`src/hw/rtl/ttb_pkg.sv`:
```
// Shared types, constants and multiply schedule for the triangle tangent basis block.
// Used by the interfaces, the controller, the datapath and the normalize unit.
package ttb_pkg;

   localparam int FIELD_WIDTH = 32;   // width of every input coordinate field
   localparam int OUT_WIDTH   = 16;   // width of every Q1.14 result field
   localparam int FRAC_BITS   = 14;   // fraction bits of a Q1.14 result
   localparam int MAG_KEEP    = 30;   // magnitude bits kept before squaring
   localparam int SQ_WIDTH    = 62;   // sum of three squares of 30-bit values
   localparam int ROOT_WIDTH  = 64;   // work width of the digit-by-digit root
   localparam int ROOT_STEPS  = 32;   // one result bit per step
   localparam int ROOT_OUT    = 32;   // bits of the integer root
   localparam int QUOT_BITS   = 15;   // quotient never exceeds 2^14
   localparam int DIV_WIDTH   = 46;   // dividend and shifted divisor width
   localparam int STEP_WIDTH  = 5;    // multiply schedule index width
   localparam int CNT_WIDTH   = 5;    // controller step counter width
   localparam int COMPONENTS  = 3;

   // Multiply schedule: steps up to LAST_TB_STEP form det, tangent and binormal;
   // the steps after it form the cross product of the unit tangent and binormal.
   localparam logic [STEP_WIDTH-1:0] LAST_TB_STEP  = 5'd13;
   localparam logic [STEP_WIDTH-1:0] LAST_NRM_STEP = 5'd19;

   typedef struct packed {
      logic signed [FIELD_WIDTH-1:0] pos_x;
      logic signed [FIELD_WIDTH-1:0] pos_y;
      logic signed [FIELD_WIDTH-1:0] pos_z;
      logic signed [FIELD_WIDTH-1:0] tex_u;
      logic signed [FIELD_WIDTH-1:0] tex_v;
   } req_payload_type;

   typedef struct packed {
      logic signed [OUT_WIDTH-1:0] tangent_x;
      logic signed [OUT_WIDTH-1:0] tangent_y;
      logic signed [OUT_WIDTH-1:0] tangent_z;
      logic signed [OUT_WIDTH-1:0] binormal_x;
      logic signed [OUT_WIDTH-1:0] binormal_y;
      logic signed [OUT_WIDTH-1:0] binormal_z;
      logic signed [OUT_WIDTH-1:0] normal_x;
      logic signed [OUT_WIDTH-1:0] normal_y;
      logic signed [OUT_WIDTH-1:0] normal_z;
      logic                        degenerate;
   } rsp_payload_type;

   typedef enum logic [3:0] {
      ST_IDLE,
      ST_MUL,
      ST_DRAIN,
      ST_NLOAD,
      ST_NSHIFT,
      ST_NSQ,
      ST_NRINIT,
      ST_NROOT,
      ST_NDINIT,
      ST_NDIV,
      ST_NDSTORE,
      ST_NCAPT,
      ST_FIN
   } state_type;

   typedef enum logic [1:0] {
      VEC_TAN,
      VEC_BIN,
      VEC_NRM
   } vec_type;

   typedef enum logic [3:0] {
      OP_DU1, OP_DV1, OP_DU2, OP_DV2,
      OP_E1X, OP_E1Y, OP_E1Z,
      OP_E2X, OP_E2Y, OP_E2Z,
      OP_TQX, OP_TQY, OP_TQZ,
      OP_BQX, OP_BQY, OP_BQZ
   } opnd_type;

   typedef enum logic [3:0] {
      DST_DET,
      DST_TX, DST_TY, DST_TZ,
      DST_BX, DST_BY, DST_BZ,
      DST_NX, DST_NY, DST_NZ
   } dst_type;

   typedef enum logic [3:0] {
      NOP_IDLE,
      NOP_LOAD,
      NOP_SHIFT,
      NOP_SQUARE,
      NOP_ROOT_INIT,
      NOP_ROOT_STEP,
      NOP_DIV_INIT,
      NOP_DIV_STEP,
      NOP_DIV_STORE
   } norm_op_type;

   typedef struct packed {
      logic                  store_vtx;
      logic                  slot;
      logic                  close;
      logic                  mul_en;
      logic [STEP_WIDTH-1:0] mstep;
      vec_type               vec;
      logic                  capture;
      logic                  finish;
      logic                  degen;
   } dp_cmd_type;

   typedef struct packed {
      norm_op_type op;
      logic [1:0]  comp;
   } norm_cmd_type;

   typedef struct packed {
      logic zero;
      logic wide;
   } norm_status_type;

   function automatic opnd_type mul_opnd_a(input logic [STEP_WIDTH-1:0] step);
      opnd_type op;
      case (step)
         5'd0:    op = OP_DU1;
         5'd1:    op = OP_DU2;
         5'd2:    op = OP_DV2;
         5'd3:    op = OP_DV1;
         5'd4:    op = OP_DV2;
         5'd5:    op = OP_DV1;
         5'd6:    op = OP_DV2;
         5'd7:    op = OP_DV1;
         5'd8:    op = OP_DU1;
         5'd9:    op = OP_DU2;
         5'd10:   op = OP_DU1;
         5'd11:   op = OP_DU2;
         5'd12:   op = OP_DU1;
         5'd13:   op = OP_DU2;
         5'd14:   op = OP_TQY;
         5'd15:   op = OP_TQZ;
         5'd16:   op = OP_TQZ;
         5'd17:   op = OP_TQX;
         5'd18:   op = OP_TQX;
         5'd19:   op = OP_TQY;
         default: op = OP_DU1;
      endcase
      return op;
   endfunction

   function automatic opnd_type mul_opnd_b(input logic [STEP_WIDTH-1:0] step);
      opnd_type op;
      case (step)
         5'd0:    op = OP_DV2;
         5'd1:    op = OP_DV1;
         5'd2:    op = OP_E1X;
         5'd3:    op = OP_E2X;
         5'd4:    op = OP_E1Y;
         5'd5:    op = OP_E2Y;
         5'd6:    op = OP_E1Z;
         5'd7:    op = OP_E2Z;
         5'd8:    op = OP_E2X;
         5'd9:    op = OP_E1X;
         5'd10:   op = OP_E2Y;
         5'd11:   op = OP_E1Y;
         5'd12:   op = OP_E2Z;
         5'd13:   op = OP_E1Z;
         5'd14:   op = OP_BQZ;
         5'd15:   op = OP_BQY;
         5'd16:   op = OP_BQX;
         5'd17:   op = OP_BQZ;
         5'd18:   op = OP_BQY;
         5'd19:   op = OP_BQX;
         default: op = OP_DV2;
      endcase
      return op;
   endfunction

   // Each pair of steps lands in one destination: even step loads, odd step subtracts.
   function automatic dst_type mul_dest(input logic [STEP_WIDTH-1:0] step);
      return dst_type'(step[STEP_WIDTH-1:1]);
   endfunction

endpackage

```
`src/hw/rtl/ttb_norm.sv`:
```
// Normalize unit: sign/magnitude split, range shift, sum of squares,
// digit-by-digit square root and restoring division. Depends on ttb_pkg.
module ttb_norm #(
   parameter int ACC_WIDTH = 67
) (
   input  logic                              clock,
   input  ttb_pkg::norm_cmd_type             cmd,
   input  logic signed [ACC_WIDTH-1:0]       vec_in [ttb_pkg::COMPONENTS],
   input  logic                              flip,
   output ttb_pkg::norm_status_type          status,
   output logic signed [ttb_pkg::OUT_WIDTH-1:0] q_out [ttb_pkg::COMPONENTS]
);

   localparam int KEEP = ttb_pkg::MAG_KEEP;
   localparam int DW   = ttb_pkg::DIV_WIDTH;
   localparam int RW   = ttb_pkg::ROOT_WIDTH;
   localparam int QB   = ttb_pkg::QUOT_BITS;

   logic [ACC_WIDTH-1:0]          mag_ff [ttb_pkg::COMPONENTS];
   logic                          neg_ff [ttb_pkg::COMPONENTS];
   logic [ttb_pkg::SQ_WIDTH-1:0]  sum_ff;
   logic [RW-1:0]                 x_ff;
   logic [RW-1:0]                 r_ff;
   logic [RW-1:0]                 bit_ff;
   logic [DW-1:0]                 rem_ff;
   logic [DW-1:0]                 cand_ff;
   logic [QB-1:0]                 quo_ff;
   logic signed [ttb_pkg::OUT_WIDTH-1:0] q_ff [ttb_pkg::COMPONENTS];

   logic [ACC_WIDTH-1:0]          mag_or;
   logic [KEEP-1:0]               sq_opnd;
   logic [2*KEEP-1:0]             sq;
   logic [RW-1:0]                 trial;
   logic                          rem_ge;

   assign mag_or      = mag_ff[0] | mag_ff[1] | mag_ff[2];
   assign status.zero = (mag_or == '0);
   assign status.wide = |mag_or[ACC_WIDTH-1:KEEP];
   assign sq_opnd     = mag_ff[cmd.comp][KEEP-1:0];
   assign sq          = (2*KEEP)'(sq_opnd) * (2*KEEP)'(sq_opnd);
   assign trial       = r_ff + bit_ff;
   assign rem_ge      = (rem_ff >= cand_ff);
   assign q_out       = q_ff;

   always_ff @(posedge clock) begin
      case (cmd.op)
         ttb_pkg::NOP_LOAD: begin
            for (int i = 0; i < ttb_pkg::COMPONENTS; i++) begin
               mag_ff[i] <= vec_in[i][ACC_WIDTH-1] ? ACC_WIDTH'(-vec_in[i])
                                                   : ACC_WIDTH'(vec_in[i]);
               neg_ff[i] <= vec_in[i][ACC_WIDTH-1] ^ flip;
            end
         end
         ttb_pkg::NOP_SHIFT: begin
            for (int i = 0; i < ttb_pkg::COMPONENTS; i++) begin
               mag_ff[i] <= mag_ff[i] >> 1;
            end
         end
         ttb_pkg::NOP_SQUARE: begin
            sum_ff <= ((cmd.comp == 2'd0) ? '0 : sum_ff) + ttb_pkg::SQ_WIDTH'(sq);
         end
         ttb_pkg::NOP_ROOT_INIT: begin
            x_ff   <= RW'(sum_ff);
            r_ff   <= '0;
            bit_ff <= RW'(1) << (RW - 2);
         end
         ttb_pkg::NOP_ROOT_STEP: begin
            if (x_ff >= trial) begin
               x_ff <= x_ff - trial;
               r_ff <= (r_ff >> 1) + bit_ff;
            end else begin
               r_ff <= r_ff >> 1;
            end
            bit_ff <= bit_ff >> 2;
         end
         ttb_pkg::NOP_DIV_INIT: begin
            // dividend: m * 2^14 + floor(s / 2); divisor starts at s * 2^14
            rem_ff  <= (DW'(mag_ff[cmd.comp][KEEP-1:0]) << ttb_pkg::FRAC_BITS)
                       + DW'(r_ff[ttb_pkg::ROOT_OUT-1:1]);
            cand_ff <= DW'(r_ff[ttb_pkg::ROOT_OUT-1:0]) << ttb_pkg::FRAC_BITS;
            quo_ff  <= '0;
         end
         ttb_pkg::NOP_DIV_STEP: begin
            if (rem_ge) begin
               rem_ff <= rem_ff - cand_ff;
            end
            quo_ff  <= {quo_ff[QB-2:0], rem_ge};
            cand_ff <= cand_ff >> 1;
         end
         ttb_pkg::NOP_DIV_STORE: begin
            q_ff[cmd.comp] <= neg_ff[cmd.comp] ? -ttb_pkg::OUT_WIDTH'(quo_ff)
                                               : ttb_pkg::OUT_WIDTH'(quo_ff);
         end
         default: begin
         end
      endcase
   end

endmodule

```
`config.mk`:
```
export PLATFORM = sky130hd
export DESIGN_NAME = ttb_norm
export DESIGN_NICKNAME = d
export VERILOG_FILES = /design/src/hw/rtl/ttb_pkg.sv /design/src/hw/rtl/ttb_norm.sv
export SDC_FILE = /design/constraint.sdc
export NUM_CORES = 2
export LEC_CHECK = 0
export BUFFER_PORTS_ARGS = -buffer_cell sky130_fd_sc_hd__buf_2
export CAP_MARGIN = 30
export CORE_ASPECT_RATIO = 0.9
export CORE_MARGIN = 10
export CORE_UTILIZATION = 69
export CTS_CLUSTER_DIAMETER = 200
export DETAILED_ROUTE_END_ITERATION = 10
export PLACE_DENSITY = 0.88
export SYNTH_ARGS = -nofsm -noshare
export SYNTH_HDL_FRONTEND = slang
export SYNTH_SLANG_ARGS = --single-unit
```
`constraint.sdc`:
```
create_clock -name clock -period 36.9 [get_ports clock]
set_clock_uncertainty 0.2 [all_clocks]
set_input_delay 5.535 -clock clock [delete_from_list [all_inputs] [get_ports clock]]
set_output_delay 5.535 -clock clock [all_outputs]
set_load 0.01 [all_outputs]
```
# Word level (Yosys, flattened, before mapping)
# Memories as Yosys holds them, arrays and structs flattened.
# Index checks and enable logic that the tools add are counted.
# word_totals
mem_bits_rw	204
mem_count	2
wordCells	78
inputBits	209
output_inout_bits	50
register_bits	409
# op_classes
n_lt_le_gt_ge	4
n_mux	24
bitwise_logic	9
addsub	10
eq_ne	10
multipliers	1
n_reduce_logical	8
# mem_list
name	words	word_bits	read_ports	rd_clocked_by_memory_dff	wr	line_no	text
mag_ff	3	67	4	0	3	ttb_norm.sv:19	logic [ACC_WIDTH-1:0] mag_ff [ttb_pkg::COMPONENTS];
neg_ff	3	1	1	0	3	ttb_norm.sv:20	logic neg_ff [ttb_pkg::COMPONENTS];
# ops
op	n
67-bit 2-to-1 mux	6
64-bit one-hot mux with 2 select lines	3
67-bit negator	3
46-bit one-hot mux with 2 select lines	2
67-bit OR	2
64-bit 2-to-1 mux	2
67-bit logical NOT	1
63-bit by 64-bit adder with 64-bit output	1
64-bit adder	1
64-bit greater-or-equal comparator	1
64-bit subtractor	1
62-bit by 60-bit adder with 62-bit output	1
62-bit 2-to-1 mux	1
30-bit by 30-bit multiplier with 60-bit output	1
48-bit bitwise mux	1
46-bit greater-or-equal comparator	1
46-bit 2-to-1 mux	1
46-bit subtractor	1
44-bit by 31-bit adder with 45-bit output	1
37-bit OR reduction	1
16-bit demux with 2-bit select	1
16-bit 2-to-1 mux	2
15-bit one-hot mux with 2 select lines	1
4-bit by 3-bit == test with 1-bit output, second input constant	4
other kinds (15)	26

# Depth between registers and ports, before layout
# depth
word_depth	6
ltp_mapped	36

# Worst setup path before layout
# OpenSTA, ideal clock, no wires.
# synth_path
path_kind	input to register
startpoint	in cmd[2] (netlist bit)
endpoint	mem mag_ff[0][0], enable pin
setup_time_ns	1.040
path_stages	3
arrival_time_ns	19.858
path_buffers	1
setup_slack_ns	15.802
cell_sequence	clkbuf_1 nand2_1 o21ai_0
# synth_lines
item	line_no	text
from (decl)	ttb_norm.sv:7	input ttb_pkg::norm_cmd_type cmd,
to (decl)	ttb_norm.sv:19	

# Final worst setup path
# layout_path
startpoint	in cmd[0] (netlist bit)
endpoint	reg sum_ff[61] (netlist bit) (data pin)
# layout_via
elab_chain_len	3
word_cells_on_any_way	5
classes_between	1 x add/sub; 1 x mul; 1 x mux; 1 x reduce/logical; 1 x memory
# layout_rtl
item	line_no	text
memory 3 x 67 bit or 2-bit logical NOT (tied branches)	n/a	
30-bit by 30-bit multiplier with 60-bit output or 62-bit 2-to-1 mux (tied branches)	ttb_norm.sv:40, ttb_norm.sv:60	
62-bit by 60-bit adder with 62-bit output *	ttb_norm.sv:60	sum_ff <= ((cmd.comp == 2'd0) ? '0 : sum_ff) + ttb_pkg::SQ_WIDTH'(sq);
to (signal assigned)	ttb_norm.sv:60	
to (decl)	ttb_norm.sv:21	logic [ttb_pkg::SQ_WIDTH-1:0] sum_ff;
# Mark *: on every way between the ends. The rest lies on a longest branch, timed or not.
# A chain may end at the register's enable or synchronous reset.

==> reports/qor.csv <==
metric,value,unit
ant_nets,0,
fin_setup_tns,0,ns
cap_violations,0,
clockBufferDepth,3,
drc,0,
worstMarginPinSlew,1.170,ns
cp.arrival,16.26,ns
dp_hpwl,157100,um
synthSimpleGateAreaFrac,14.06,%
fin_cells,8518,
root_buffer,clkbuf_16,
yosys.cell_types.count,77,
grt_antenna_before_repair,20,
area_delta_synth_final,7.290,%
min_path_type,flop to flop,
yosys_warnings,0,
synth_compound_area_share,13.17,%
rsz0062_at_grt,false,
num_rows,107,
synth_top_family_by_area,adder cells,
core_area,94790,sq um
final_nets,8609,
gp_congestion,1.002,
fin_crit_sh,43.55,%
cts_setup_buffers,0,
grt_pass1_vias,56318,
clkTransAtPathRegs,0.06,ns
h-tree-depth,3,
cts_tree,done,
synth_seq_cells,581,
crit_required,37.09,ns
synthMuxAreaShare,0.6225,%
synth_fp_nets,8507,
drive_gt1_share,7.019,%
reg2reg_depth,25,
hold_viol_final,0,
period_minus_slack,16.07,ns
max_freq,62.23,MHz
port_buffers,258,
path_max_fanout,34,
synth_xor_xnor_area_share,6.802,%
yosysSeqAreaShare,26.47,%
clkLatencyLatePin,0.66,ns
die_y,313.2,um
synth_edf_count,581,
start_kind,primary input,
timing.slew.headroom,21.94,%
final_max_slew_viol_count,0,
dp.cells,8379,
r2r_end,sum_ff[61],
die_x,345.8,um
cts_made_buffers,67,
grt_max_degree,240,
hold_ws,0.3447,ns
finalSetupViolations,0,
die_area,108300,sq um
synth_ff_type,edfxtp_1,
synth.area.top_cells,"edfxtp_1 (26%), fa_1 (23%), ha_1 (8.5%)",
layout_common_cells,"inv_1 (1,000), nand2_1 (857), fa_1 (755), edfxtp_1 (581), o21ai_0 (516)",
via_count,55237,
final_common_cell,inv_1,
synth_area,65920,sq um
drt-pass1-iter-count,8,
cts_resized,0,
first_iter_violations,6842,
synthAdderAreaFrac,31.39,%
r2r_slack,25.89,ns
synthArstFlopShare,0,%
critPathCapture,sum_ff[61],
cp-end-kind,flop,
num_io_pins,259,
avgViaCountPerCell,6.485,
syn_avg_cell_area,9.289,sq um
crit_type,primary input to flop,
grt_pass1_wl,317200,um
cts.sinks,581,
hold_buffers,0,
overflow,0,
outcome,"finished, final reports clean",
grt_usage,37.29,%
critPathLaunch,cmd[0],
routedWlPerCell,23.94,um
netlist_instances,7097,
routed_wl,203900,um
yosys.area.top_type,edfxtp_1,
r2r-start,mag_ff[1][7],
initial_core_util,69.55,%
synthDominantCellAreaShare,26.47,%
-- Yosys cell counts (86+ instances only) --
master and number:
nand4_1 96, edfxtp_1 581, o21ai_0 521, xnor2_1 191
xor2_1 321, fa_1 755, clkbuf_1 275, ha_1 446
nor4_1 86, nand2_1 858, a21o_1 125, a21oi_1 300
inv_1 1001, nor2_1 498
-- flip-flops by register name, summed over array words and instances (netlist names) --
signal   count
mag_ff     201
r_ff        64
x_ff        64
sum_ff      62
q_out       48
cand_ff     46
rem_ff      46
bit_ff      32
quo_ff      15
neg_ff       3
-- metrics by stage --
step                setup WS, ns  util, %  instance area (sq um)
global placement           20.65    72.03                  68280
finish                     20.83    74.62                  70730
CTS                        21.25    74.51                  70620
floorplan                  15.80        -                  65920
detailed placement         20.60    72.14                  68380
global route               20.58    74.61                  70720
-- worst min path at each step --
stage / from / endpoint / slack (ns) / cells past startpoint
after floorplan: quo_ff[0] / q_out[0] / 0.26 / 0
after global placement: sum_ff[1] / x_ff[1] / 0.33 / 2
after detailed placement: sum_ff[0] / x_ff[0] / 0.33 / 2
after CTS: sum_ff[0] / x_ff[0] / 0.34 / 2
after global routing: sum_ff[0] / x_ff[0] / 0.39 / 2
final: sum_ff[0] / x_ff[0] / 0.34 / 2
-- per-layer routing --
metal | routed length (um) | GRT usage [%]
met1 | 75570 | 49.26
met2 | 87700 | 55.96
met3 | 27780 | 10.49
met4 | 12800 | 19.61
met5 | 100 | 0
-- worst max-delay path: stages --
cell and delay [ns]:
buf_2 0.08, buf_4 0.47, mux2i_1 0.30, o21a_1 0.84, clkinv_1 1.12, nand2_1 0.40
inv_1 0.10, fa_1 0.49, fa_1 0.56, inv_1 0.06, fa_1 0.50, fa_1 0.53
inv_1 0.06, fa_1 0.55, fa_1 0.42, fa_1 0.52, fa_1 0.43, ha_1 0.45
nand4_1 0.23, o311a_1 0.39, a22o_1 0.30, or4_1 0.68, a21oi_1 0.52, a31oi_1 0.21
o21ai_0 0.20, a21oi_1 0.11, xnor2_1 0.12
-- logic make-up after synthesis --
family	Yosys count
adders and majority gates	1201
AOI/OAI and AO/OA	1421
and+or+nand+nor	2026
xor gates and xnor gates	512
buffers and inverters	1315
muxes	41
DFF	581
-- cell type report --
class | instances | area, sq um
multi-input cells | 5201 | 43620
fillers | 6715 | 24060
flip-flops and latches | 581 | 17450
inverters | 1010 | 3794
repair buffers | 338 | 2027
clock buffers | 80 | 1747
well taps | 1253 | 1568
clock inverters | 42 | 494.2
diodes | 13 | 32.53
Power is left out: the tool's default activity adds up to more than one toggle a clock period on the data nets, which glitch-free logic cannot reach.
