### src/hw/rtl/ttb_pkg.sv
// Shared types, constants and multiply schedule for the triangle tangent basis block.
// Used by the interfaces, the controller, the datapath and the normalize unit.
package ttb_pkg;

   localparam int FIELD_WIDTH = 32;   // width of every input coordinate field
   localparam int OUT_WIDTH   = 16;   // width of every Q1.14 result field
   localparam int FRAC_BITS   = 14;   // fraction bits of a Q1.14 result
   localparam int MAG_KEEP    = 30;   // magnitude bits kept before squaring
   localparam int SQ_WIDTH    = 62;   // sum of three squares of 30-bit values
   localparam int ROOT_WIDTH  = 64;   // work width of the digit-by-digit root
   localparam int ROOT_STEPS  = 32;   // one result bit per step
   localparam int ROOT_OUT    = 32;   // bits of the integer root
   localparam int QUOT_BITS   = 15;   // quotient never exceeds 2^14
   localparam int DIV_WIDTH   = 46;   // dividend and shifted divisor width
   localparam int STEP_WIDTH  = 5;    // multiply schedule index width
   localparam int CNT_WIDTH   = 5;    // controller step counter width
   localparam int COMPONENTS  = 3;

   // Multiply schedule: steps up to LAST_TB_STEP form det, tangent and binormal;
   // the steps after it form the cross product of the unit tangent and binormal.
   localparam logic [STEP_WIDTH-1:0] LAST_TB_STEP  = 5'd13;
   localparam logic [STEP_WIDTH-1:0] LAST_NRM_STEP = 5'd19;

   typedef struct packed {
      logic signed [FIELD_WIDTH-1:0] pos_x;
      logic signed [FIELD_WIDTH-1:0] pos_y;
      logic signed [FIELD_WIDTH-1:0] pos_z;
      logic signed [FIELD_WIDTH-1:0] tex_u;
      logic signed [FIELD_WIDTH-1:0] tex_v;
   } req_payload_type;

   typedef struct packed {
      logic signed [OUT_WIDTH-1:0] tangent_x;
      logic signed [OUT_WIDTH-1:0] tangent_y;
      logic signed [OUT_WIDTH-1:0] tangent_z;
      logic signed [OUT_WIDTH-1:0] binormal_x;
      logic signed [OUT_WIDTH-1:0] binormal_y;
      logic signed [OUT_WIDTH-1:0] binormal_z;
      logic signed [OUT_WIDTH-1:0] normal_x;
      logic signed [OUT_WIDTH-1:0] normal_y;
      logic signed [OUT_WIDTH-1:0] normal_z;
      logic                        degenerate;
   } rsp_payload_type;

   typedef enum logic [3:0] {
      ST_IDLE,
      ST_MUL,
      ST_DRAIN,
      ST_NLOAD,
      ST_NSHIFT,
      ST_NSQ,
      ST_NRINIT,
      ST_NROOT,
      ST_NDINIT,
      ST_NDIV,
      ST_NDSTORE,
      ST_NCAPT,
      ST_FIN
   } state_type;

   typedef enum logic [1:0] {
      VEC_TAN,
      VEC_BIN,
      VEC_NRM
   } vec_type;

   typedef enum logic [3:0] {
      OP_DU1, OP_DV1, OP_DU2, OP_DV2,
      OP_E1X, OP_E1Y, OP_E1Z,
      OP_E2X, OP_E2Y, OP_E2Z,
      OP_TQX, OP_TQY, OP_TQZ,
      OP_BQX, OP_BQY, OP_BQZ
   } opnd_type;

   typedef enum logic [3:0] {
      DST_DET,
      DST_TX, DST_TY, DST_TZ,
      DST_BX, DST_BY, DST_BZ,
      DST_NX, DST_NY, DST_NZ
   } dst_type;

   typedef enum logic [3:0] {
      NOP_IDLE,
      NOP_LOAD,
      NOP_SHIFT,
      NOP_SQUARE,
      NOP_ROOT_INIT,
      NOP_ROOT_STEP,
      NOP_DIV_INIT,
      NOP_DIV_STEP,
      NOP_DIV_STORE
   } norm_op_type;

   typedef struct packed {
      logic                  store_vtx;
      logic                  slot;
      logic                  close;
      logic                  mul_en;
      logic [STEP_WIDTH-1:0] mstep;
      vec_type               vec;
      logic                  capture;
      logic                  finish;
      logic                  degen;
   } dp_cmd_type;

   typedef struct packed {
      norm_op_type op;
      logic [1:0]  comp;
   } norm_cmd_type;

   typedef struct packed {
      logic zero;
      logic wide;
   } norm_status_type;

   function automatic opnd_type mul_opnd_a(input logic [STEP_WIDTH-1:0] step);
      opnd_type op;
      case (step)
         5'd0:    op = OP_DU1;
         5'd1:    op = OP_DU2;
         5'd2:    op = OP_DV2;
         5'd3:    op = OP_DV1;
         5'd4:    op = OP_DV2;
         5'd5:    op = OP_DV1;
         5'd6:    op = OP_DV2;
         5'd7:    op = OP_DV1;
         5'd8:    op = OP_DU1;
         5'd9:    op = OP_DU2;
         5'd10:   op = OP_DU1;
         5'd11:   op = OP_DU2;
         5'd12:   op = OP_DU1;
         5'd13:   op = OP_DU2;
         5'd14:   op = OP_TQY;
         5'd15:   op = OP_TQZ;
         5'd16:   op = OP_TQZ;
         5'd17:   op = OP_TQX;
         5'd18:   op = OP_TQX;
         5'd19:   op = OP_TQY;
         default: op = OP_DU1;
      endcase
      return op;
   endfunction

   function automatic opnd_type mul_opnd_b(input logic [STEP_WIDTH-1:0] step);
      opnd_type op;
      case (step)
         5'd0:    op = OP_DV2;
         5'd1:    op = OP_DV1;
         5'd2:    op = OP_E1X;
         5'd3:    op = OP_E2X;
         5'd4:    op = OP_E1Y;
         5'd5:    op = OP_E2Y;
         5'd6:    op = OP_E1Z;
         5'd7:    op = OP_E2Z;
         5'd8:    op = OP_E2X;
         5'd9:    op = OP_E1X;
         5'd10:   op = OP_E2Y;
         5'd11:   op = OP_E1Y;
         5'd12:   op = OP_E2Z;
         5'd13:   op = OP_E1Z;
         5'd14:   op = OP_BQZ;
         5'd15:   op = OP_BQY;
         5'd16:   op = OP_BQX;
         5'd17:   op = OP_BQZ;
         5'd18:   op = OP_BQY;
         5'd19:   op = OP_BQX;
         default: op = OP_DV2;
      endcase
      return op;
   endfunction

   // Each pair of steps lands in one destination: even step loads, odd step subtracts.
   function automatic dst_type mul_dest(input logic [STEP_WIDTH-1:0] step);
      return dst_type'(step[STEP_WIDTH-1:1]);
   endfunction

endpackage

### src/hw/rtl/ttb_ctrl.sv
// Controller: vertex phase, handshakes, multiply schedule and normalize sequencing.
// Drives the datapath and normalize unit by command structs. Depends on ttb_pkg.
module ttb_ctrl (
   input  logic                      clock,
   input  logic                      reset,
   input  logic                      req_valid,
   output logic                      req_ready,
   output logic                      rsp_valid,
   input  logic                      rsp_ready,
   input  logic                      det_zero,
   input  ttb_pkg::norm_status_type  norm_status,
   output ttb_pkg::dp_cmd_type       dp_cmd,
   output ttb_pkg::norm_cmd_type     norm_cmd
);

   ttb_pkg::state_type             state_ff, state_in;
   logic [1:0]                     phase_ff, phase_in;
   logic [ttb_pkg::STEP_WIDTH-1:0] mstep_ff, mstep_in;
   logic [ttb_pkg::CNT_WIDTH-1:0]  cnt_ff, cnt_in;
   logic [1:0]                     comp_ff, comp_in;
   ttb_pkg::vec_type               vec_ff, vec_in;
   logic                           degen_ff, degen_in;
   logic                           rsp_valid_ff, rsp_valid_in;
   logic                           accept;

   always_ff @(posedge clock) begin
      if (reset) begin
         state_ff     <= ttb_pkg::ST_IDLE;
         phase_ff     <= '0;
         mstep_ff     <= '0;
         cnt_ff       <= '0;
         comp_ff      <= '0;
         vec_ff       <= ttb_pkg::VEC_TAN;
         degen_ff     <= 1'b0;
         rsp_valid_ff <= 1'b0;
      end else begin
         state_ff     <= state_in;
         phase_ff     <= phase_in;
         mstep_ff     <= mstep_in;
         cnt_ff       <= cnt_in;
         comp_ff      <= comp_in;
         vec_ff       <= vec_in;
         degen_ff     <= degen_in;
         rsp_valid_ff <= rsp_valid_in;
      end
   end

   // a closing vertex waits until the result register is free
   assign req_ready = (state_ff == ttb_pkg::ST_IDLE) && !(phase_ff[1] && rsp_valid_ff);
   assign accept    = req_valid && req_ready;
   assign rsp_valid = rsp_valid_ff;

   always_comb begin
      state_in     = state_ff;
      phase_in     = phase_ff;
      mstep_in     = mstep_ff;
      cnt_in       = cnt_ff;
      comp_in      = comp_ff;
      vec_in       = vec_ff;
      degen_in     = degen_ff;
      rsp_valid_in = rsp_valid_ff && !rsp_ready;

      dp_cmd           = '0;
      dp_cmd.mstep     = mstep_ff;
      dp_cmd.vec       = vec_ff;
      dp_cmd.slot      = phase_ff[0];
      dp_cmd.degen     = degen_ff;
      norm_cmd.op      = ttb_pkg::NOP_IDLE;
      norm_cmd.comp    = comp_ff;

      case (state_ff)
         ttb_pkg::ST_IDLE: begin
            if (accept) begin
               if (phase_ff[1]) begin
                  dp_cmd.close = 1'b1;
                  phase_in     = '0;
                  mstep_in     = '0;
                  vec_in       = ttb_pkg::VEC_TAN;
                  degen_in     = 1'b0;
                  state_in     = ttb_pkg::ST_MUL;
               end else begin
                  dp_cmd.store_vtx = 1'b1;
                  phase_in         = phase_ff + 2'd1;
               end
            end
         end
         ttb_pkg::ST_MUL: begin
            dp_cmd.mul_en = 1'b1;
            mstep_in      = mstep_ff + 1'b1;
            if (mstep_ff == ttb_pkg::LAST_TB_STEP || mstep_ff == ttb_pkg::LAST_NRM_STEP) begin
               state_in = ttb_pkg::ST_DRAIN;
            end
         end
         ttb_pkg::ST_DRAIN: begin
            if (vec_ff == ttb_pkg::VEC_TAN && det_zero) begin
               degen_in = 1'b1;
               state_in = ttb_pkg::ST_FIN;
            end else begin
               state_in = ttb_pkg::ST_NLOAD;
            end
         end
         ttb_pkg::ST_NLOAD: begin
            norm_cmd.op = ttb_pkg::NOP_LOAD;
            state_in    = ttb_pkg::ST_NSHIFT;
         end
         ttb_pkg::ST_NSHIFT: begin
            if (norm_status.zero) begin
               degen_in = 1'b1;
               state_in = ttb_pkg::ST_FIN;
            end else if (norm_status.wide) begin
               norm_cmd.op = ttb_pkg::NOP_SHIFT;
            end else begin
               cnt_in   = '0;
               state_in = ttb_pkg::ST_NSQ;
            end
         end
         ttb_pkg::ST_NSQ: begin
            norm_cmd.op   = ttb_pkg::NOP_SQUARE;
            norm_cmd.comp = cnt_ff[1:0];
            cnt_in        = cnt_ff + 1'b1;
            if (cnt_ff == ttb_pkg::CNT_WIDTH'(ttb_pkg::COMPONENTS - 1)) begin
               state_in = ttb_pkg::ST_NRINIT;
            end
         end
         ttb_pkg::ST_NRINIT: begin
            norm_cmd.op = ttb_pkg::NOP_ROOT_INIT;
            cnt_in      = '0;
            state_in    = ttb_pkg::ST_NROOT;
         end
         ttb_pkg::ST_NROOT: begin
            norm_cmd.op = ttb_pkg::NOP_ROOT_STEP;
            cnt_in      = cnt_ff + 1'b1;
            if (cnt_ff == ttb_pkg::CNT_WIDTH'(ttb_pkg::ROOT_STEPS - 1)) begin
               comp_in  = '0;
               state_in = ttb_pkg::ST_NDINIT;
            end
         end
         ttb_pkg::ST_NDINIT: begin
            norm_cmd.op = ttb_pkg::NOP_DIV_INIT;
            cnt_in      = '0;
            state_in    = ttb_pkg::ST_NDIV;
         end
         ttb_pkg::ST_NDIV: begin
            norm_cmd.op = ttb_pkg::NOP_DIV_STEP;
            cnt_in      = cnt_ff + 1'b1;
            if (cnt_ff == ttb_pkg::CNT_WIDTH'(ttb_pkg::QUOT_BITS - 1)) begin
               state_in = ttb_pkg::ST_NDSTORE;
            end
         end
         ttb_pkg::ST_NDSTORE: begin
            norm_cmd.op = ttb_pkg::NOP_DIV_STORE;
            if (comp_ff == 2'(ttb_pkg::COMPONENTS - 1)) begin
               state_in = ttb_pkg::ST_NCAPT;
            end else begin
               comp_in  = comp_ff + 2'd1;
               state_in = ttb_pkg::ST_NDINIT;
            end
         end
         ttb_pkg::ST_NCAPT: begin
            dp_cmd.capture = 1'b1;
            case (vec_ff)
               ttb_pkg::VEC_TAN: begin
                  vec_in   = ttb_pkg::VEC_BIN;
                  state_in = ttb_pkg::ST_NLOAD;
               end
               ttb_pkg::VEC_BIN: begin
                  vec_in   = ttb_pkg::VEC_NRM;
                  state_in = ttb_pkg::ST_MUL;
               end
               default: begin
                  state_in = ttb_pkg::ST_FIN;
               end
            endcase
         end
         ttb_pkg::ST_FIN: begin
            dp_cmd.finish = 1'b1;
            rsp_valid_in  = 1'b1;
            state_in      = ttb_pkg::ST_IDLE;
         end
         default: begin
            state_in = ttb_pkg::ST_IDLE;
         end
      endcase
   end

   assert property (@(posedge clock) disable iff (reset)
      (state_ff != ttb_pkg::ST_IDLE) |-> !req_ready)
      else $error("request taken while a triangle is in progress");

   assert property (@(posedge clock) disable iff (reset)
      (accept && phase_ff[1]) |=> (state_ff == ttb_pkg::ST_MUL && mstep_ff == '0))
      else $error("closing vertex did not start the multiply schedule");

   assert property (@(posedge clock) disable iff (reset)
      (state_ff == ttb_pkg::ST_FIN) |=> rsp_valid_ff)
      else $error("finished triangle produced no result");

   assert property (@(posedge clock) disable iff (reset)
      phase_ff != 2'b11)
      else $error("vertex phase out of range");

endmodule

### config.mk
export PLATFORM = sky130hd
export DESIGN_NAME = ttb_ctrl
export DESIGN_NICKNAME = d
export VERILOG_FILES = /design/src/hw/rtl/ttb_pkg.sv /design/src/hw/rtl/ttb_ctrl.sv
export SDC_FILE = /design/constraint.sdc
export NUM_CORES = 1
export LEC_CHECK = 0
export BUFFER_PORTS_ARGS = -buffer_cell sky130_fd_sc_hd__clkbuf_2
export CORE_MARGIN = 2
export CORE_UTILIZATION = 48
export CTS_BUF_LIST = sky130_fd_sc_hd__clkbuf_4 sky130_fd_sc_hd__clkbuf_8
export DETAILED_ROUTE_END_ITERATION = 8
export GPL_TIMING_DRIVEN = 0
export PLACE_DENSITY_LB_ADDON = 0.3
export REMOVE_ABC_BUFFERS = 1
export SLEW_MARGIN = 20
export SYNTH_ARGS = -nofsm -noshare
export SYNTH_HDL_FRONTEND = slang
export SYNTH_SLANG_ARGS = --single-unit
### constraint.sdc
create_clock -name clock -period 4.1 [get_ports clock]
set_input_delay 1.23 -clock clock [delete_from_list [all_inputs] [get_ports clock]]
set_output_delay 1.23 -clock clock [all_outputs]
set_load 0.005 [all_outputs]
* Word-level counts from Yosys, hierarchy flattened
Index checks and enable logic that the tools add are counted.
** Storage, ports and cells
- Register bits :: 22
- Bits of input ports :: 7
- Latch bits :: 0
- Word-level logic and storage cells :: 113
- Memories kept :: 0
- Bits in read-only memories :: 0
- Bits in writable memories :: 0
** Operators by class
- Eq/ne operators :: 32
- Multiply operators :: 0
- Add/subtract/negate cells :: 4
- Multiplexer cells :: 45
- Reduce and logical (&&, ||, !) cells :: 24
- Magnitude comparators :: 0
- Shift-type cells :: 0
- Bitwise logic cells :: 0
- Divide/modulo/power cells :: 0
** Operator list (count)
- one-hot mux 4 bit (12 select lines) :: 1
- two-way mux 4 bit :: 9
- one-hot mux 4 bit (8 select lines) :: 1
- inequality test 2 bit (second input constant) :: 11
- == test 4 bit (second input constant) :: 5
- two-way mux 5 bit :: 4
- two-way mux 2 bit :: 9
- == test 4 x 3 -> 1 bit (second input constant) :: 4
- one-hot mux 5 bit (3 select lines) :: 1
- two-way mux 1 bit :: 14
- one-hot mux 2 bit (2 select lines) :: 3
- adder 5 x 1 -> 5 bit (second input constant) :: 2
- == test 5 x 4 -> 1 bit (second input constant) :: 2
- == test 5 bit (second input constant) :: 2
- one-hot mux 5 bit (2 select lines) :: 1
- AND reduction 3 bit :: 3
- == test 4 x 2 -> 1 bit (second input constant) :: 2
- one-hot mux 4 bit (2 select lines) :: 1
- AND reduction 7 bit :: 1
- nonzero test 2 bit :: 3
- nonzero test 3 bit :: 2
- == test 5 x 2 -> 1 bit (second input constant) :: 1
- logical AND 1 bit :: 5
- AND reduction 5 bit :: 1
- 15 further kinds :: 17

* Longest topological paths before layout
Gate-level depths: netlist of the first run.
- Depth after elaboration :: 6
- Gate-level depth with buffers :: 7

* Worst setup path after synthesis of the first run
OpenSTA, ideal clock, no wires.
- Path type :: input to output
- Start :: in norm_status[0] (netlist name)
- End :: out norm_cmd[3] (netlist name)
- Arrival :: 1598 ps
- Path slack :: 1272 ps
- Data required time :: 2870 ps
- Path buffers :: 0
- Stages on the path :: 3
- Cells stage by stage :: nor2b_1 > o21ai_0 > a21oi_1
** RTL lines
- start, declared :: line ttb_ctrl.sv:11 : input ttb_pkg::norm_status_type norm_status,
- end, declared :: line ttb_ctrl.sv:13 : output ttb_pkg::norm_cmd_type norm_cmd

==> impl_metrics.py, run 1 <==
metrics = {
    "logic_synthesis": {
        "synth-edff-count": 0,
        "ys_seq_area_share_pct": 28.7,
        "synthArstFlopShare_pct": 0,
        "synthMostInstantiatedCell": "nand2_1",
        "synth_top_area_cell": "dfxtp_1",
        "syn_area_per_cell_um2": 7.68,
        "post_synth_inst_count": 200,
        "yosysWarningCount": 0,
        "synth_ff_type": "dfxtp_1",
        "synth.distinct_cells": 52,
        "synthTopCellsByCount": "23 x nand2_1, 22 x dfxtp_1, 18 x a21oi_1",
        "ys_ff_latch": 22,
        "ys_top_cells_by_area": "dfxtp_1 29%, a21oi_1 5.9%, nand2_1 5.6%",
        "synth_top_area_share_pct": 28.7,
        "syn-cell-area_um2": 1540,
    },
    "critical_path": {
        "max_stage_delay_ns": 0.96,
        "path_buf_inv": 1,
        "cp.required_ns": 2.87,
        "cp_top_family": "flip-flops",
        "cp_cell_sequence": "nand2_2 -> nor2_1 -> mux2_2 -> clkbuf_2",
        "reg2reg_from": "state_ff[3]$_SDFFE_PP0P_",
        "critPathArrivalTime_ns": 2.19,
        "path_class": "register to primary output",
        "critical-path-slowest-cell": "dfxtp_1",
        "rrSetupSlack_ns": 1.97,
        "end_kind": "primary output",
        "ff2ff_path_depth": 5,
        "cp_max_fo": 28,
        "reg2reg_to": "comp_ff[1]$_SDFFE_PP0P_",
        "worstSetupStartpointType": "register",
    },
    "sta": {
        "final.setup_skew_ns": 0.0173,
        "finalSetupTns_ns": 0,
        "timing.final.ws_setup_ns": 0.683,
        "hold_viol": 0,
        "worst_pin_slew_ns": 0.924,
        "post-route-period-util_pct": 83.3,
        "min_period_ns": 3.42,
        "rsz0062_at_grt": "no",
        "drv_slew": 0,
        "max_slew_margin_pct": 38.3,
        "finalSetupViolations": 0,
        "max_clock_freq_mhz": 293,
    },
    "pwr": {
        "combPwrFrac_pct": 10.3,
        "p_clk_share_pct": 38.5,
        "powerDensity_nw_per_um2": 260,
        "p_int_w": 0.000336,
        "seq_power_share_pct": 51.2,
        "ir_worst_vdd_mv": 0.164,
        "leakage_nw": 0.639,
        "switching_share_pct": 23.8,
        "power_switching_w": 0.000105,
    },
    "cts": {
        "clk_pin_slew_ns": 0.14,
        "numCtsBuffers": 3,
        "clock_sinks": 22,
        "clockBufferDepth": 2,
        "cts-root-buf": "clkbuf_4",
        "post-cts-setup-buffers": 0,
        "insertion_delay_ns": 0.32,
        "cts.hold.buffers_added": 0,
        "cts-resized-gates": 0,
        "cts_tree": "built",
        "htreeDepth": 1,
    },
    "floorplanning": {
        "io_pins": 29,
        "die_x_um": 60.6,
        "rows": 20,
        "fp.coreArea_um2": 3050,
        "fp.dieH_um": 60.6,
        "dieArea_um2": 3670,
        "start_util_pct": 50.3,
    },
    "drt": {
        "vias": 1489,
        "drt_wl_total_um": 3510,
        "wl_per_cell_um": 13.4,
        "drc": 0,
        "ant_nets": 0,
        "dr.pass1.iters": 4,
        "drt-vias-per-instance": 5.68,
        "drt_iter0_markers": 115,
    },
    "finish": {
        "fillers": 315,
        "n_antenna_cell": 0,
        "final_core_util_pct": 55.6,
        "fin_nets": 232,
        "area_growth_pct": 10.5,
        "drive_above_1_share_pct": 18.8,
        "stdcell_count": 262,
    },
    "placed_design": {
        "post-dp-hpwl_um": 2460,
        "pre_cts_slack_ns": 0.919,
        "gp_congestion": 0.815,
        "io_buffer_count": 28,
        "numPlacedInstances": 258,
    },
    "min_path": {
        "hp-start": "comp_ff[0]$_SDFFE_PP0P_",
        "min_to": "comp_ff[0]$_SDFFE_PP0P_",
        "holdPathStages": 2,
        "holdCritPathClass": "register to register",
    },
    "global_routing": {
        "grt_pass1_vias": 1333,
        "grt_use_met3_pct": 2.13,
        "grt_max_degree": 29,
        "gr-usage-met2_pct": 32.6,
        "antenna_found_initial": 0,
        "met1_usage_pct": 30.7,
        "grt_pass1_wl_um": 6070,
        "overflow": 0,
        "track_usage_pct": 21.0,
        "grt_busiest_layer": "met2",
    },
    "flow_run": {
        "maxCapViolations": 0,
    },
    "status": {
        "run_status": "complete, no violations",
    },
}
==> flip-flops by register name, summed over array words and instances (netlist names) <==
register and flops:
cnt_ff 5, comp_ff 2, degen_ff 1, mstep_ff 5, phase_ff 2, rsp_valid 1, state_ff 4, vec_ff 2
==> kinds of logic after synthesis <==
kind of cell             count (synthesis)  synth area share, %
adder cells (fa/ha/maj)                  6                 4.89
AO/OA/AOI/OAI                           56                 23.9
buffers and inverters                   24                 8.06
multiplexers                             2                 1.38
AND/OR/NAND/NOR                         90                 33.1
flip-flops                              22                 28.7
==> power groups by stage <==
stage,registers [W],logic [W],clock network [W]
6_report,0.000226,0.0000456,0.000170
5_1_grt,0.000227,0.0000515,0.000180
3_5_place_dp,0.000231,0.0000456,0
2_1_floorplan,0.000229,0.0000280,0
4_1_cts,0.000226,0.0000458,0.000173
3_3_place_gp,0.000231,0.0000449,0
==> stage by stage <==
stage	total power, W	instance area, um2	hold WS, ns
6_report	0.000442	1700	0.491
5_1_grt	0.000458	1700	0.511
4_1_cts	0.000444	1700	0.495
3_5_place_dp	0.000277	1650	0.472
3_3_place_gp	0.000276	1650	0.459
2_1_floorplan	0.000257	1450	0.439
==> layer usage <==
layer  share of wire, %  routed length, um  up-vias
met3                4.7                163        2
met4               0.60                 21        0
met2                 47               1660       36
met1                 48               1670      676
li1                   -                  -      775
met5                  0                  0        -
==> final cells by class <==
cell class                      count  area [um2]  area share, %
Sequential cell                    22         440           25.9
Multi-Input combinational cell    154         972           57.3
Inverter                           10        37.5           2.21
Clock buffer                        3        22.5           1.33
Timing Repair Buffer               28         140           8.25
Tap cell                           44        55.1           3.24
Clock inverter                      1        30.0           1.77
==> worst min-delay path, stage by stage (launching register included) <==
cell and delay, ns:
dfxtp_1 0.34, nand2_1 0.06, a21oi_1 0.06
==> how the worst max path moves through the flow <==
stage,cells past startpoint,slack [ns],end,startpoint
floorplan,3,1.25,norm_cmd[3],norm_status[0]
global placement,5,0.91,norm_cmd[3],norm_status[1]
detailed placement,5,0.92,norm_cmd[3],norm_status[1]
CTS,4,0.69,norm_cmd[1],state_ff[0]$_SDFFE_PP0P_
global route,4,0.53,norm_cmd[1],state_ff[0]$_SDFFE_PP0P_
finish,4,0.68,norm_cmd[1],state_ff[0]$_SDFFE_PP0P_
==> layout by cell type (no fill, tap or decap), types with 2 or more instances in the layout <==
cell / count
clkbuf_2: 28
nand3b_1: 3
a22oi_1: 3
clkbuf_4: 3
nand3_1: 6
dfxtp_1: 22
inv_1: 8
o22ai_1: 2
a311oi_1: 3
ha_1: 6
inv_2: 2
a31oi_1: 3
and2_1: 3
nand4b_1: 2
nor4_1: 4
nor2b_1: 2
nand2b_1: 6
nor3_1: 12
o21ai_0: 11
nand2_1: 23
a41oi_1: 3
or3_1: 2
a211oi_1: 2
a21oi_1: 18
and3_1: 2
and3b_1: 2
nor2_1: 14
o21a_1: 2
Note: power is estimated with default switching activity, not from simulation.
==> inputs of run 2 (changes only) <==
--- a/config.mk
+++ b/config.mk
@@ -5,6 +5,7 @@
 export SDC_FILE = /design/constraint.sdc
 export NUM_CORES = 1
 export LEC_CHECK = 0
+export ABC_AREA = 1
 export BUFFER_PORTS_ARGS = -buffer_cell sky130_fd_sc_hd__clkbuf_2
 export CORE_MARGIN = 2
 export CORE_UTILIZATION = 48
==> constraint.sdc (replaced) <==
create_clock -name clock -period 3 [get_ports clock]
set_input_delay 0.9 -clock clock [delete_from_list [all_inputs] [get_ports clock]]
set_output_delay 0.9 -clock clock [all_outputs]
set_load 0.005 [all_outputs]
==> run 2 against run 1 <==
  * Count of clock-buffer cells in the layout up 1
  * Sequential cell count unchanged
  * Clock skew down 0.016 ns
  * Global-route usage down 0.12 points
  * Wire length down 5.5%
  * Cell count up 15%
==> impl_metrics.py, run 2 <==
metrics = {
    "status": {
        "run_status": "complete, no violations",
    },
    "critical_path": {
        "critPathArrivalTime_ns": 1.63,
        "cp_max_fo": 7,
        "worstSetupStartpointType": "register",
        "path_class": "register to primary output",
        "rrSetupSlack_ns": 1.28,
        "cp.required_ns": 2.10,
        "end_kind": "primary output",
    },
    "cts": {
        "clockBufferDepth": 2,
        "htreeDepth": 1,
        "cts-resized-gates": 0,
        "clock_sinks": 22,
        "clk_pin_slew_ns": 0.13,
        "cts.hold.buffers_added": 0,
        "cts_tree": "built",
        "cts-root-buf": "clkbuf_4",
        "post-cts-setup-buffers": 0,
        "insertion_delay_ns": 0.33,
        "numCtsBuffers": 3,
    },
    "logic_synthesis": {
        "syn-cell-area_um2": 1490,
        "synth.distinct_cells": 27,
        "syn_area_per_cell_um2": 6.19,
        "synth_compound_area_share_pct": 12.8,
        "synth-edff-count": 0,
        "synth_top_area_cell": "dfxtp_1",
        "ys_top_cells_by_area": "dfxtp_1 30%, nand2_1 14%, nor2_1 11%",
        "post_synth_inst_count": 240,
        "synth_top_area_share_pct": 29.6,
        "yosys.area_share.xor_xnor_pct": 2.36,
        "synthTopCellsByCount": "54 x nand2_1, 42 x nor2_1, 29 x inv_1",
        "synthAdderAreaFrac_pct": 5.05,
        "synth_ff_type": "dfxtp_1",
        "synth_simple_gate_area_share_pct": 39.3,
        "synthMuxAreaShare_pct": 0,
        "yosysWarningCount": 0,
        "ys_seq_area_share_pct": 29.6,
        "synth_top_family_by_area": "simple AND/OR/NAND/NOR gates",
        "synthMostInstantiatedCell": "nand2_1",
        "ys_ff_latch": 22,
        "synthArstFlopShare_pct": 0,
    },
    "flow_run": {
        "maxCapViolations": 0,
    },
    "global_routing": {
        "overflow": 0,
        "track_usage_pct": 20.9,
        "grt_pass1_wl_um": 5670,
        "grt_max_degree": 13,
        "grt_pass1_vias": 1312,
        "antenna_found_initial": 0,
    },
    "drt": {
        "drc": 0,
        "vias": 1509,
        "drt_wl_total_um": 3310,
        "ant_nets": 0,
        "drt_iter0_markers": 55,
        "wl_per_cell_um": 11.0,
        "dr.pass1.iters": 4,
        "drt-vias-per-instance": 5.01,
    },
    "floorplanning": {
        "die_x_um": 59.7,
        "io_pins": 29,
        "rows": 20,
        "fp.coreArea_um2": 3000,
        "fp.dieH_um": 59.7,
        "start_util_pct": 49.5,
        "dieArea_um2": 3560,
    },
    "sta": {
        "drv_slew": 0,
        "final.setup_skew_ns": 0.00118,
        "finalSetupTns_ns": 0,
        "post-route-period-util_pct": 84.2,
        "max_slew_margin_pct": 72.4,
        "max_clock_freq_mhz": 396,
        "min_period_ns": 2.53,
        "hold_slack_ns": 0.502,
        "worst_pin_slew_ns": 0.415,
        "finalSetupViolations": 0,
        "rsz0062_at_grt": "no",
        "hold_viol": 0,
    },
    "pwr": {
        "switching_share_pct": 47.0,
        "powerDensity_nw_per_um2": 746,
        "power_w": 0.00125,
        "seq_power_share_pct": 33.9,
        "leakage_nw": 0.831,
        "p_clk_share_pct": 14.1,
        "power_switching_w": 0.000587,
        "p_int_w": 0.000663,
        "ir_worst_vdd_mv": 0.369,
        "combPwrFrac_pct": 52.0,
    },
    "finish": {
        "fin_nets": 282,
        "final_core_util_pct": 55.9,
        "fillers": 310,
        "regArea_um2": 440,
        "n_antenna_cell": 0,
        "drive_above_1_share_pct": 19.4,
        "layout_commonest_cell": "nand2_1",
        "final_cell_mix": "54 x nand2_1, 42 x nor2_1, 29 x inv_1",
        "area_growth_pct": 12.9,
        "top_regs": "cnt_ff: 5 flops, mstep_ff: 5 flops, state_ff: 4 flops",
        "multi_input_area_um2": 885,
    },
    "placed_design": {
        "post-dp-hpwl_um": 2620,
        "io_buffer_count": 28,
        "gp_congestion": 0.874,
    },
    "min_path": {
        "holdCritPathClass": "register to register",
    },
}
[run 2: cell count changes after synthesis, sizes merged, moves of 6 or more]
cell    delta
inv       +26
nor2      +35
nand2     +33
nand2b     -6
nand3     +19
nor3      -12
buf        -8
[run 2: final cells by class]
type                    instances  area share, %
inverters                      36           8.05
repair buffers                 28           8.35
multi-input cells             178           52.7
well taps                      33           2.46
clock buffers                   4           2.16
flip-flops and latches         22           26.2
[run 2: stage by stage]
step,worst slack [ns],instance area [um2],std cells
final,0.473,1680,301
after detailed placement,0.606,1640,297
after floorplan,0.909,1460,236
after CTS,0.467,1680,301
after global routing,0.331,1680,301
after global placement,0.609,1640,297
[run 2: worst paths after layout]
check	from	to	cells past startpoint
max	state_ff[0]$_SDFFE_PP0P_	dp_cmd[11]	6
min	vec_ff[0]$_SDFFE_PP0P_	vec_ff[0]$_SDFFE_PP0P_	2
max reg2reg	cnt_ff[1]$_SDFFE_PP0P_	state_ff[3]$_SDFFE_PP0P_	11
min reg2reg	vec_ff[0]$_SDFFE_PP0P_	vec_ff[0]$_SDFFE_PP0P_	2
[run 2: power by group through the flow]
stage / combinational [W] / sequential [W] / clock [W]
6_report: 0.000651 / 0.000424 / 0.000176
5_1_grt: 0.000756 / 0.000435 / 0.000189
4_1_cts: 0.000652 / 0.000424 / 0.000177
3_5_place_dp: 0.000648 / 0.000430 / 0
3_3_place_gp: 0.000642 / 0.000430 / 0
2_1_floorplan: 0.000491 / 0.000417 / 0
[run 2: logic make-up (layout without fill, tap and decap cells)]
family / count (synthesis) / count (layout)
and+or+nand+nor: 136 / 136
buffers and inverters: 40 / 68
AOI/OAI and AO/OA: 32 / 32
DFF: 22 / 22
adders and majority gates: 6 / 6
xor gates and xnor gates: 4 / 4
[run 2: metal layers]
metal / vias to the layer above / global-route usage (%) / share of wire [%]
met5: - / 0 / 0
met4: 0 / 7.62 / 1.5
met3: 5 / 2.38 / 3.8
met2: 25 / 34.8 / 48
met1: 664 / 27.8 / 47
li1: 815 / - / -
[run 2: worst max-delay path, cell delays in order (launching register included)]
cell and delay, ns:
dfxtp_1 0.41, nor2_2 0.29, nand2_2 0.14, a21oi_2 0.13, nand2_1 0.10, nor2_1 0.10, clkbuf_2 0.12
